## config.mk

```make
export PLATFORM = sky130hd
export DESIGN_NAME = matrix_multiply_4x4_core
export DESIGN_NICKNAME = d
export VERILOG_FILES = /design/src/rtl/mm4x4_pkg.sv /design/src/rtl/mm4x4_ctrl.sv /design/src/rtl/mm4x4_datapath.sv /design/src/rtl/matrix_multiply_4x4_core.sv
export VERILOG_INCLUDE_DIRS = /design/src /design/src/rtl
export SDC_FILE = /design/constraint.sdc
export NUM_CORES = 2
export LEC_CHECK = 0
export BUFFER_PORTS_ARGS = -buffer_cell sky130_fd_sc_hd__clkbuf_2
export CORE_MARGIN = 8
export CORE_UTILIZATION = 39
export DETAILED_ROUTE_END_ITERATION = 10
export PLACE_DENSITY = 0.66
export RECOVER_POWER = 50
export SLEW_MARGIN = 15
export SYNTH_ARGS = -nofsm -noshare
export SYNTH_HDL_FRONTEND = slang
export SYNTH_SLANG_ARGS = --single-unit
```

## constraint.sdc

```tcl
create_clock -name i_clk -period 10.62 [get_ports i_clk]
set_input_delay 2.124 -clock i_clk [delete_from_list [all_inputs] [get_ports i_clk]]
set_output_delay 2.124 -clock i_clk [all_outputs]
set_load 0.05 [all_outputs]
```

## src/rtl/matrix_multiply_4x4_core_macros.svh

```systemverilog
// ----------------------------------------------------------------------------
// Assertion macros for the matrix multiply core
// Shared shorthand for clocked implication checks with synchronous reset.
// ----------------------------------------------------------------------------
`ifndef MATRIX_MULTIPLY_4X4_CORE_MACROS_SVH
`define MATRIX_MULTIPLY_4X4_CORE_MACROS_SVH

// Same-cycle implication: ante holds -> cons holds in that cycle.
`define MM4_ASSERT_NOW(lbl, clk, rst_n, ante, cons, msg) \
    lbl: assert property (@(posedge clk) disable iff (!(rst_n)) (ante) |-> (cons)) \
        else $error(msg);

// Next-cycle implication: ante holds -> cons holds in the next cycle.
`define MM4_ASSERT_NEXT(lbl, clk, rst_n, ante, cons, msg) \
    lbl: assert property (@(posedge clk) disable iff (!(rst_n)) (ante) |=> (cons)) \
        else $error(msg);

`endif

```

## src/rtl/mm4x4_pkg.sv

```systemverilog
// ----------------------------------------------------------------------------
// mm4x4_pkg
// Beat types and fixed constants shared by the matrix multiply core.
// ----------------------------------------------------------------------------
package mm4x4_pkg;

    localparam int IDX_W     = 2;   // row/column field width on the ports
    localparam int ELEM_W    = 32;  // element field width on the ports
    localparam int FRAC_BITS = 16;  // Q16.16

    typedef struct packed {
        logic                     load_right;
        logic [IDX_W-1:0]         row_index;
        logic [IDX_W-1:0]         col_index;
        logic signed [ELEM_W-1:0] element_value;
        logic                     start_multiply;
    } t_in_item;

    typedef struct packed {
        logic [IDX_W-1:0]         out_row;
        logic [IDX_W-1:0]         out_col;
        logic signed [ELEM_W-1:0] product_value;
        logic                     saturated;
        logic                     last_element;
    } t_out_item;

    // Controller -> datapath commands
    typedef struct packed {
        logic wr_en;     // store the input element
        logic rd_en;     // read A and B operands
        logic mul_hi;    // multiplier uses upper half of B
        logic acc_lo;    // accumulate low partial product
        logic acc_first; // first term of an element: load instead of add
        logic acc_hi;    // accumulate shifted high partial product
        logic finish;    // round, saturate and present the element
        logic last;      // element is the final one of the run
    } t_dp_cmd;

endpackage

```

## src/rtl/mm4x4_ctrl.sv

```systemverilog
// ----------------------------------------------------------------------------
// mm4x4_ctrl
// Sequencer: walks rows, columns and inner-product terms and drives the
// datapath with one command word per cycle.
// ----------------------------------------------------------------------------
`include "matrix_multiply_4x4_core_macros.svh"

module mm4x4_ctrl #(
    parameter int DIM = 4
) (
    input  logic                    i_clk,
    input  logic                    i_rst_n,
    input  logic                    i_start,
    input  logic                    i_start_multiply,
    output logic                    o_busy,
    output mm4x4_pkg::t_dp_cmd      o_cmd,
    output logic [$clog2(DIM)-1:0]  o_rd_row,
    output logic [$clog2(DIM)-1:0]  o_rd_col,
    output logic [$clog2(DIM)-1:0]  o_rd_k,
    output logic [$clog2(DIM)-1:0]  o_res_row,
    output logic [$clog2(DIM)-1:0]  o_res_col
);

    localparam int IW = $clog2(DIM);
    localparam logic [IW-1:0] LAST = IW'(DIM - 1);

    typedef enum logic [5:0] {
        S_IDLE   = 6'b000001,
        S_READ   = 6'b000010,
        S_MUL_LO = 6'b000100,
        S_MUL_HI = 6'b001000,
        S_ACC_HI = 6'b010000,
        S_FINISH = 6'b100000
    } t_state;

    t_state          r_state, n_state;
    logic [IW-1:0]   r_row, n_row;
    logic [IW-1:0]   r_col, n_col;
    logic [IW-1:0]   r_k, n_k;
    mm4x4_pkg::t_dp_cmd cmd;

    always_comb begin
        n_state = r_state;
        n_row   = r_row;
        n_col   = r_col;
        n_k     = r_k;
        cmd     = '0;
        case (r_state)
            S_IDLE: begin
                cmd.wr_en = i_start;
                if (i_start && i_start_multiply) begin
                    n_row   = '0;
                    n_col   = '0;
                    n_k     = '0;
                    n_state = S_READ;
                end
            end
            S_READ: begin
                cmd.rd_en = 1'b1;
                n_state   = S_MUL_LO;
            end
            S_MUL_LO: begin
                n_state = S_MUL_HI;
            end
            S_MUL_HI: begin
                cmd.mul_hi    = 1'b1;
                cmd.acc_lo    = 1'b1;
                cmd.acc_first = (r_k == '0);
                n_state       = S_ACC_HI;
            end
            S_ACC_HI: begin
                cmd.acc_hi = 1'b1;
                if (r_k != LAST) begin
                    // next term's operands load while the high half is added
                    n_k       = r_k + 1'b1;
                    cmd.rd_en = 1'b1;
                    n_state   = S_MUL_LO;
                end else begin
                    n_state = S_FINISH;
                end
            end
            S_FINISH: begin
                cmd.finish = 1'b1;
                cmd.last   = (r_row == LAST) && (r_col == LAST);
                if (cmd.last) begin
                    n_state = S_IDLE;
                end else begin
                    n_k = '0;
                    if (r_col == LAST) begin
                        n_col = '0;
                        n_row = r_row + 1'b1;
                    end else begin
                        n_col = r_col + 1'b1;
                    end
                    cmd.rd_en = 1'b1;
                    n_state   = S_MUL_LO;
                end
            end
            default: begin
                n_state = S_IDLE;
            end
        endcase
    end

    always_ff @(posedge i_clk) begin
        if (!i_rst_n) begin
            r_state <= S_IDLE;
            r_row   <= '0;
            r_col   <= '0;
            r_k     <= '0;
        end else begin
            r_state <= n_state;
            r_row   <= n_row;
            r_col   <= n_col;
            r_k     <= n_k;
        end
    end

    assign o_busy    = (r_state != S_IDLE);
    assign o_cmd     = cmd;
    assign o_rd_row  = n_row;
    assign o_rd_col  = n_col;
    assign o_rd_k    = n_k;
    assign o_res_row = r_row;
    assign o_res_col = r_col;

    `MM4_ASSERT_NOW(a_no_rd_on_wr, i_clk, i_rst_n, cmd.wr_en, !cmd.rd_en, "store write collides with operand read")
    `MM4_ASSERT_NEXT(a_last_to_idle, i_clk, i_rst_n, cmd.finish && cmd.last, r_state == S_IDLE, "run did not end after last element")
    `MM4_ASSERT_NEXT(a_mult_starts, i_clk, i_rst_n, cmd.wr_en && i_start_multiply, r_state == S_READ, "multiply beat did not start a run")

endmodule

```

## src/rtl/mm4x4_datapath.sv

```systemverilog
// ----------------------------------------------------------------------------
// mm4x4_datapath
// Operand stores, one shared half-width multiplier, accumulator, and the
// round/saturate stage feeding the result register.
// ----------------------------------------------------------------------------
`include "matrix_multiply_4x4_core_macros.svh"

module mm4x4_datapath #(
    parameter int DIM         = 4,
    parameter int VALUE_WIDTH = 32
) (
    input  logic                    i_clk,
    input  logic                    i_rst_n,
    input  mm4x4_pkg::t_in_item     i_item,
    input  mm4x4_pkg::t_dp_cmd      i_cmd,
    input  logic [$clog2(DIM)-1:0]  i_rd_row,
    input  logic [$clog2(DIM)-1:0]  i_rd_col,
    input  logic [$clog2(DIM)-1:0]  i_rd_k,
    input  logic [$clog2(DIM)-1:0]  i_res_row,
    input  logic [$clog2(DIM)-1:0]  i_res_col,
    output logic                    o_strobe,
    output mm4x4_pkg::t_out_item    o_result
);

    localparam int VW    = VALUE_WIDTH;
    localparam int CELLS = DIM * DIM;
    localparam int AW    = $clog2(CELLS);
    localparam int H     = VW / 2;           // B split point
    localparam int BOW   = VW - H + 1;       // multiplier B operand width
    localparam int PW    = VW + BOW;         // partial product width
    localparam int ACC_W = 2 * VW + $clog2(DIM) + 1;
    localparam int EW    = mm4x4_pkg::ELEM_W;

    // ---------------- operand stores ----------------
    logic [VW-1:0]    r_left_mem  [CELLS];
    logic [VW-1:0]    r_right_mem [CELLS];
    logic [CELLS-1:0] r_left_vld;
    logic [CELLS-1:0] r_right_vld;

    logic [VW+EW-1:0] in_x;
    logic [VW-1:0]    wr_val;
    logic             wr_ok;
    logic [AW-1:0]    wr_addr;
    logic [AW-1:0]    a_addr;
    logic [AW-1:0]    b_addr;

    // element is zero-extended or truncated to the store width
    assign in_x    = {{VW{1'b0}}, i_item.element_value};
    assign wr_val  = in_x[VW-1:0];
    assign wr_ok   = i_cmd.wr_en && (32'(i_item.row_index) < DIM)
                     && (32'(i_item.col_index) < DIM);
    assign wr_addr = AW'(32'(i_item.row_index) * DIM + 32'(i_item.col_index));
    assign a_addr  = AW'(32'(i_rd_row) * DIM + 32'(i_rd_k));
    assign b_addr  = AW'(32'(i_rd_k) * DIM + 32'(i_rd_col));

    logic signed [VW-1:0] r_rd_a;
    logic [VW-1:0]        r_rd_b;

    always_ff @(posedge i_clk) begin
        if (wr_ok && !i_item.load_right) begin
            r_left_mem[wr_addr] <= wr_val;
        end
        if (wr_ok && i_item.load_right) begin
            r_right_mem[wr_addr] <= wr_val;
        end
        // never-written entries read as zero
        if (i_cmd.rd_en) begin
            r_rd_a <= r_left_vld[a_addr] ? r_left_mem[a_addr] : '0;
            r_rd_b <= r_right_vld[b_addr] ? r_right_mem[b_addr] : '0;
        end
    end

    always_ff @(posedge i_clk) begin
        if (!i_rst_n) begin
            r_left_vld  <= '0;
            r_right_vld <= '0;
        end else if (wr_ok) begin
            if (i_item.load_right) begin
                r_right_vld[wr_addr] <= 1'b1;
            end else begin
                r_left_vld[wr_addr] <= 1'b1;
            end
        end
    end

    // ---------------- multiply / accumulate ----------------
    // A x B = A x B_lo + (A x B_hi) << H, one half per cycle
    logic signed [BOW-1:0] b_op;
    logic signed [PW-1:0]  prod_w;
    logic signed [PW-1:0]  r_prod;
    logic signed [ACC_W-1:0] prod_x;
    logic signed [ACC_W-1:0] r_acc;

    assign b_op   = i_cmd.mul_hi ? $signed({r_rd_b[VW-1], r_rd_b[VW-1:H]})
                                 : $signed({{(BOW-H){1'b0}}, r_rd_b[H-1:0]});
    assign prod_w = PW'(r_rd_a) * PW'(b_op);
    assign prod_x = ACC_W'(r_prod);

    always_ff @(posedge i_clk) begin
        r_prod <= prod_w;
        if (i_cmd.acc_lo) begin
            r_acc <= i_cmd.acc_first ? prod_x : r_acc + prod_x;
        end else if (i_cmd.acc_hi) begin
            r_acc <= r_acc + (prod_x <<< H);
        end
    end

    // ---------------- round toward -inf and saturate ----------------
    logic signed [ACC_W-1:0] sh;
    logic                    pos_sat;
    logic                    neg_sat;
    logic [VW-1:0]           res;
    logic [VW+EW-1:0]        res_x;

    assign sh      = r_acc >>> mm4x4_pkg::FRAC_BITS;
    assign pos_sat = !sh[ACC_W-1] && (|sh[ACC_W-1:VW-1]);
    assign neg_sat = sh[ACC_W-1] && !(&sh[ACC_W-1:VW-1]);

    always_comb begin
        if (pos_sat) begin
            res = {1'b0, {(VW-1){1'b1}}};
        end else if (neg_sat) begin
            res = {1'b1, {(VW-1){1'b0}}};
        end else begin
            res = sh[VW-1:0];
        end
    end

    assign res_x = {{EW{1'b0}}, res};

    mm4x4_pkg::t_out_item r_result;
    logic                 r_strobe;

    always_ff @(posedge i_clk) begin
        if (i_cmd.finish) begin
            r_result.out_row       <= mm4x4_pkg::IDX_W'(i_res_row);
            r_result.out_col       <= mm4x4_pkg::IDX_W'(i_res_col);
            r_result.product_value <= $signed(res_x[EW-1:0]);
            r_result.saturated     <= pos_sat || neg_sat;
            r_result.last_element  <= i_cmd.last;
        end
    end

    always_ff @(posedge i_clk) begin
        if (!i_rst_n) begin
            r_strobe <= 1'b0;
        end else begin
            r_strobe <= i_cmd.finish;
        end
    end

    assign o_strobe = r_strobe;
    assign o_result = r_result;

    `MM4_ASSERT_NEXT(a_strobe_spaced, i_clk, i_rst_n, r_strobe, !r_strobe, "result beats back to back")
    `MM4_ASSERT_NOW(a_last_corner, i_clk, i_rst_n, r_strobe && r_result.last_element, (r_result.out_row == mm4x4_pkg::IDX_W'(DIM - 1)) && (r_result.out_col == mm4x4_pkg::IDX_W'(DIM - 1)), "last flag off the final element")

endmodule

```

## src/rtl/matrix_multiply_4x4_core.sv

```systemverilog
// ----------------------------------------------------------------------------
// matrix_multiply_4x4_core
// C = A x B over DIM x DIM signed fixed-point matrices (Q16.16 by default).
// ----------------------------------------------------------------------------
// Usage: while busy is low, each start beat stores one element of A or B,
// one beat per cycle; out-of-range indexes are dropped. A beat with
// start_multiply set stores its element and then runs the product: busy
// rises, and DIM*DIM result beats follow in row-major order, each on
// o_result for a single cycle with o_result_strobe high. Busy drops in the
// cycle the last result is shown. The pace is set by the one shared
// multiplier, which takes each inner-product term in two halves of B, plus
// a finish step per element to round and saturate. Results cannot be
// stalled; capture them on the strobe. Both stores read as zero after reset
// and keep their contents across runs.
// ----------------------------------------------------------------------------
module matrix_multiply_4x4_core #(
    parameter int DIM         = 4,
    parameter int VALUE_WIDTH = 32
) (
    input  logic                  i_clk,
    input  logic                  i_rst_n,
    input  logic                  start,
    input  mm4x4_pkg::t_in_item   i_item,
    output logic                  busy,
    output logic                  o_result_strobe,
    output mm4x4_pkg::t_out_item  o_result
);

    localparam int IW = $clog2(DIM);

    mm4x4_pkg::t_dp_cmd cmd;
    logic [IW-1:0]      rd_row;
    logic [IW-1:0]      rd_col;
    logic [IW-1:0]      rd_k;
    logic [IW-1:0]      res_row;
    logic [IW-1:0]      res_col;

    mm4x4_ctrl #(
        .DIM (DIM)
    ) u_ctrl (
        .i_clk            (i_clk),
        .i_rst_n          (i_rst_n),
        .i_start          (start),
        .i_start_multiply (i_item.start_multiply),
        .o_busy           (busy),
        .o_cmd            (cmd),
        .o_rd_row         (rd_row),
        .o_rd_col         (rd_col),
        .o_rd_k           (rd_k),
        .o_res_row        (res_row),
        .o_res_col        (res_col)
    );

    mm4x4_datapath #(
        .DIM         (DIM),
        .VALUE_WIDTH (VALUE_WIDTH)
    ) u_datapath (
        .i_clk     (i_clk),
        .i_rst_n   (i_rst_n),
        .i_item    (i_item),
        .i_cmd     (cmd),
        .i_rd_row  (rd_row),
        .i_rd_col  (rd_col),
        .i_rd_k    (rd_k),
        .i_res_row (res_row),
        .i_res_col (res_col),
        .o_strobe  (o_result_strobe),
        .o_result  (o_result)
    );

endmodule
```

==> Word level (Yosys, flattened, before mapping) <==
Memories as Yosys holds them, arrays and structs flattened. A register that Yosys moved wholly into a read port is not among the register bits.
Index checks and enable logic that the tools add are counted.
{ "classes": {"magnitude_cmp": 4, "n_mul": 1, "addsub": 8, "n_eq_ne": 11, "muxes": 38, "n_reduce_logical": 19, "bitwise": 3} }
{ "ops": {"columns": ["operator", "n"], "rows": [
  ["$mux 67", 3],
  ["$add 67x49->67", 1],
  ["$add 67x65->67", 1],
  ["$mul 32x17->49", 1],
  ["$pmux 6 s6", 1],
  ["$mux 32", 1],
  ["$or 16x16->16", 2],
  ["$mux 2", 10],
  ["$reduce_and 20->1", 1],
  ["$reduce_or 20->1", 1],
  ["$mux 17", 1],
  ["$lt 4x5->1 const B", 3],
  ["$add 4x2->4", 3],
  ["$mux 6", 2],
  ["$mux 1", 11],
  ["$bmux 1 s4", 2],
  ["$pmux 2 s2", 2],
  ["$logic_and 1x1->1", 7],
  ["$add 2x1->2 const B", 3],
  ["$eq 6x1->1 const B", 1],
  ["$eq 6x2->1 const B", 1],
  ["$eq 6x3->1 const B", 1],
  ["$eq 6x4->1 const B", 1],
  ["$eq 6x5->1 const B", 1],
  ["other kinds (16)", 23]
]} }
{ "word_totals": {"mem_count": 2, "mem_bits_rw": 1024, "input_bits": 41, "output_inout_bits": 40, "wordCells": 100, "register_bits": 199} }
{ "mem_list": {"columns": ["memory", "depth", "word_bits", "read_ports", "rd_clocked_by_memory_dff", "write_ports", "line", "rtl"], "rows": [
  ["u_datapath.r_left_mem", 16, 32, 1, 1, 1, "mm4x4_datapath.sv:35", "logic [VW-1:0] r_left_mem [CELLS];"],
  ["u_datapath.r_right_mem", 16, 32, 1, 1, 1, "mm4x4_datapath.sv:36", "logic [VW-1:0] r_right_mem [CELLS];"]
]} }

==> Longest topological paths before layout <==
{ "logic_depth": {"word_depth": 8, "ltp_mapped": 32, "mapped_depth_nobuf": 30} }

==> Hierarchy <==
A second synthesis with hierarchy kept.
{ "unflattened": {"cells_unflattened": 5273, "area_unflattened_um2": 73575.6} }
{ "modules_own_cells": {"columns": ["module", "cells_each", "n_inst", "seq_area_each_um2", "area_each_um2"], "rows": [
  ["mm4x4_datapath", 5182, 1, 37465.9, 72801.1],
  ["mm4x4_ctrl", 91, 1, 240.2, 774.5]
]} }

==> Least setup slack after synthesis <==
Ideal clock, no wire load.
{ "synth_path": {"path_type": "flip-flop to flip-flop", "start": "reg u_ctrl.r_state[0]", "end": "reg u_datapath.r_prod[47]", "path_stages_with_launch": 32, "t_required_ns": 10.502, "slack_ns": 3.097, "setup_time_ns": 0.118, "t_arrival_ns": 7.406, "n_path_buf": 2, "period_less_slack_ns": 7.523, "cell_sequence": "dfxtp_1 nor4_1 nand3b_1 inv_2 buf_1 nand2_1 nand2_1 clkbuf_1 nand2_1 fa_1 inv_1 fa_1 inv_1 fa_1 inv_1 fa_1 fa_1 inv_1 fa_1 inv_1 ha_1 a21o_1 a31oi_1 a21boi_0 o31ai_1 a21o_1 a41oi_1 o21ai_0 a211oi_1 nor2_1 a221o_1 xor2_1"} }
{ "synth_between": {"elab_chain_cells": 4} }
{ "synth_rtl": {"columns": ["element", "line", "rtl"], "rows": [
  ["start, declared", "mm4x4_ctrl.sv:36", "t_state r_state, n_state;"],
  ["start signal, assigned", "mm4x4_ctrl.sv:112", "r_state <= n_state;"],
  ["$eq 6x4->1", "mm4x4_ctrl.sv:48", "case (r_state)"],
  ["$mux 3", "mm4x4_ctrl.sv:48", null],
  ["$mux 17", "mm4x4_datapath.sv:94", "assign b_op = i_cmd.mul_hi ? $signed({r_rd_b[VW-1], r_rd_b[VW-1:H]})"],
  ["$mul 32x17->49", "mm4x4_datapath.sv:96", "assign prod_w = PW'(r_rd_a) * PW'(b_op);"],
  ["via u_datapath.prod_w[47]", "mm4x4_datapath.sv:89", "logic signed [PW-1:0] prod_w;"],
  ["end signal, assigned", "mm4x4_datapath.sv:100", "r_prod <= prod_w;"],
  ["end, declared", "mm4x4_datapath.sv:90", "logic signed [PW-1:0] r_prod;"]
]} }
The timed path passes the listed nets, and every way through them passes these cells.
A chain may end at the register's enable or synchronous reset.

==> Worst setup path in the final report <==
{ "layout_path": {"start": "reg u_ctrl.r_state[5]", "end": "reg u_datapath.r_prod[47]"} }
Same word-level chain as after synthesis.

==> flow_metrics.env <==
export IMPL_fin_crit_ns=9.40
export IMPL_final_cell_mix="1,193 x edfxtp_1, 1,084 x nand2_1, 579 x inv_1"
export IMPL_rows=161
export IMPL_grt_antenna_before_repair=8
export IMPL_grt_pass1_vias=50411
export IMPL_path_class="flop to flop"
export IMPL_finalSetupViolations=0
export IMPL_static_leakage_power_nw=31.1
export IMPL_hold_class="flop to flop"
export IMPL_cts_sinks=1287
export IMPL_vias=50336
export IMPL_power_density_mw_per_mm2=190
export IMPL_routedWlPerCell_um=21.1
export IMPL_drt_pass1_iter_count=5
export IMPL_htreeDepth=4
export IMPL_stdcell_area_sq_mm=0.0827
export IMPL_worstPathArrival_ns=10.05
export IMPL_cts_resized=0
export IMPL_p_sw_share_pct=33.1
export IMPL_yosysWarnings=0
export IMPL_numCtsBuffers=138
export IMPL_cts_path_max_buffers=3
export IMPL_power_frac_comb_pct=31.7
export IMPL_dieWidth_um=456
export IMPL_r2r_start="u_ctrl.r_state[5]$_SDFFE_PN0P_"
export IMPL_grt_overflow_total=0
export IMPL_violations="capacitance limit, slew limit"
export IMPL_grt_start_max_net_pins=166
export IMPL_required_ns=11.27
export IMPL_cp_endpoint="u_datapath.r_prod[47]$_DFF_P_"
export IMPL_final_core_util_pct=43.0
export IMPL_fin_ws_ns=1.22
export IMPL_clkPwrFrac_pct=30.3
export IMPL_r2r_end="u_datapath.r_prod[47]$_DFF_P_"
export IMPL_async_flop_share_pct=0
export IMPL_drc=0
export IMPL_fin_crit_sh_pct=88.6
export IMPL_port_buffers=80
export IMPL_power_switching_mw=5.19
export IMPL_viasPerCell=5.49
export IMPL_endpoint_kind="flop"
export IMPL_syn_area_sq_mm=0.0755
export IMPL_drv_cap=13
export IMPL_p_int_mw=10.5
export IMPL_finalHoldViolCount=0
export IMPL_first_iter_violations=4103
export IMPL_critPathMaxFanout=21
export IMPL_synth_area_per_cell_sq_um=11.4
export IMPL_synth_enable_flop_cells=1193
export IMPL_yosysTopAreaCell="edfxtp_1"
export IMPL_layout_nets=7327
export IMPL_grt_usage_pct=18.0
export IMPL_rsz0062_at_grt="false"
export IMPL_status="finished with violations"
export IMPL_final_common_cell="edfxtp_1"
export IMPL_dp_hpwl_um=128000
export IMPL_min_path_cells=2
export IMPL_yosys_cell_types_count=77
export IMPL_post_cts_setup_buffers=0
export IMPL_synth_area_top_cells="edfxtp_1 47%, fa_1 14%, nand2_1 5.4%"
export IMPL_multi_input_area_sq_mm=0.0341
export IMPL_irDropWorstVdd_uv=143
export IMPL_preCtsSetupSlack_ns=1.44
export IMPL_tritoncts="yes"
export IMPL_area_growth_syn_to_layout_pct=9.57
export IMPL_fmax_mhz=106
export IMPL_setup_worst_path_start="u_ctrl.r_state[5]$_SDFFE_PN0P_"
export IMPL_final_max_slew_violation_count=355
export IMPL_holdWs_ns=0.466
export IMPL_pwr_share_seq_pct=38.0
export IMPL_rr_worst_depth=25
export IMPL_grt_pass1_wl_um=299000
export IMPL_gp_congestion=0.897
export IMPL_worst_slew_pin_slew_ns=3.46
export IMPL_place_area_sq_mm=0.0783
export IMPL_ys_seq_area_share_pct=50.0
export IMPL_syn_num_nets=7417
export IMPL_io_pins=81
export IMPL_finClkSkew_ns=0.0698
export IMPL_initial_core_util_pct=39.2
export IMPL_ctsHoldBuffers=0
export IMPL_clk_pin_slew_ns=0.06
export IMPL_setup_tns_ns=0
export IMPL_synth_seq_cells=1287
export IMPL_syn_inst=6622
export IMPL_totalWireLength_um=194000
export IMPL_drive_above_1_share_pct=6.07
export IMPL_cts_root_buf="clkbuf_16"
export IMPL_fillers=17682
export IMPL_die_height_um=456
export IMPL_dieArea_sq_mm=0.208
export IMPL_ys_flop_type="edfxtp_1"
export IMPL_final_antenna_net_count=0
export IMPL_rrSetupSlack_ns=1.22
export IMPL_clk_latency_ns=0.81
export IMPL_seq_area_sq_mm=0.0377
export IMPL_synth_top_area_share_pct=47.5
export IMPL_slew_headroom_pct=-131
export IMPL_cp_start_kind="flop"
export IMPL_core_area_sq_mm=0.192
## worst min-delay path by stage
stage                                           start                                      to  slack (ns)
2_1_floorplan   u_datapath.r_left_vld[0]$_SDFFE_PN0P_   u_datapath.r_left_vld[0]$_SDFFE_PN0P_        0.43
6_report       u_datapath.r_right_vld[3]$_SDFFE_PN0P_  u_datapath.r_right_vld[3]$_SDFFE_PN0P_        0.47
5_1_grt         u_datapath.r_left_vld[0]$_SDFFE_PN0P_   u_datapath.r_left_vld[0]$_SDFFE_PN0P_        0.49
3_5_place_dp   u_datapath.r_right_vld[3]$_SDFFE_PN0P_  u_datapath.r_right_vld[3]$_SDFFE_PN0P_        0.45
3_3_place_gp   u_datapath.r_left_vld[12]$_SDFFE_PN0P_  u_datapath.r_left_vld[12]$_SDFFE_PN0P_        0.44
4_1_cts        u_datapath.r_left_vld[12]$_SDFFE_PN0P_  u_datapath.r_left_vld[12]$_SDFFE_PN0P_        0.47
## worst max-delay path, stage by stage (launching register included)
cell and delay [ns]:
dfxtp_1 0.35, nor4_1 0.37, nand3b_1 0.15, inv_1 0.32
mux2i_1 2.09, buf_4 0.46, nor2b_1 0.08, ha_1 0.32
fa_1 0.50, fa_1 0.51, fa_1 0.55, inv_1 0.05
fa_1 0.47, inv_1 0.04, ha_1 0.30, and3_1 0.24
a31oi_1 0.16, a21boi_0 0.21, o31ai_1 0.21, a21o_1 0.24
a41oi_1 0.39, o21ai_0 0.17, a211oi_1 0.44, nor2_1 0.08
a221o_1 0.37, xor2_1 0.14
## synth_stat cells (all sizes together), types with 5 or more instances
cell,instances
a211oi,366
a21boi,10
a21o,88
a21oi,309
a22oi,16
a311oi,167
a31oi,126
a41o,5
a41oi,11
and2,481
and3,18
buf,129
clkbuf,264
dfxtp,94
edfxtp,1193
fa,523
ha,231
inv,579
mux2i,5
nand2,1087
nand2b,18
nand3,45
nand3b,6
nand4,31
nor2,237
nor2b,80
nor3,80
nor4,12
o211ai,16
o21a,25
o21ai,118
o21bai,25
o221ai,9
o31ai,6
or2,11
or3,8
xnor2,91
xor2,56
## registers in the layout, indices dropped and copies added, names as in the netlist
signal and count:
u_ctrl.o_res_col 2, u_datapath.r_right_mem 512, u_ctrl.o_res_row 2, u_datapath.r_prod 49
u_ctrl.r_state 6, u_datapath.r_rd_a 32, u_datapath.o_result 38, u_datapath.o_strobe 1
u_ctrl.r_k 2, u_datapath.r_left_vld 16, u_datapath.r_left_mem 512, u_datapath.r_rd_b 32
u_datapath.r_right_vld 16, u_datapath.r_acc 67
## final cells by class
class / instances / share of cell area (%)
Antenna cell: 4 / 0.0121
Clock buffer: 195 / 4.63
Clock inverter: 56 / 0.837
Inverter: 579 / 2.63
Multi-Input combinational cell: 4363 / 41.2
Sequential cell: 1287 / 45.6
Tap cell: 2526 / 3.82
Timing Repair Buffer: 163 / 1.25
## cells by family after synthesis
kind of cell / after synthesis / synth area share, %
buffers and inverters: 972 / 5.19
AND/OR/NAND/NOR: 2124 / 13.1
flip-flops: 1287 / 50.0
XOR/XNOR: 147 / 1.71
AO/OA/AOI/OAI: 1333 / 12.3
multiplexers: 5 / 0.0663
adder cells (fa/ha/maj): 754 / 17.7
## power by group through the flow
stage / sequential, mW / combinational, mW / clock, mW
floorplan: 5.93 / 3.82 / 0
global placement: 6.05 / 4.87 / 0
detailed placement: 6.06 / 4.93 / 0
CTS: 5.95 / 4.96 / 4.85
global route: 5.95 / 5.60 / 5.04
finish: 5.96 / 4.98 / 4.75
## metal layers
| metal | share of wire [%] | vias to the layer above | GRT usage, % |
|---|---|---|---|
| met1 | 44 | 25325 | 24.6 |
| met2 | 47 | 1710 | 29.5 |
| li1 | - | 22987 | - |
| met5 | 0.014 | - | 0 |
| met3 | 6.9 | 310 | 3.30 |
| met4 | 2.2 | 4 | 4.72 |
## per-stage QoR
stage / instances / power [mW]
4_1_cts: 9169 / 15.7
2_1_floorplan: 6622 / 9.75
6_report: 9173 / 15.7
3_5_place_dp: 8918 / 11.0
5_1_grt: 9169 / 16.6
3_3_place_gp: 8918 / 10.9
Power figures use the tool's default switching activity.
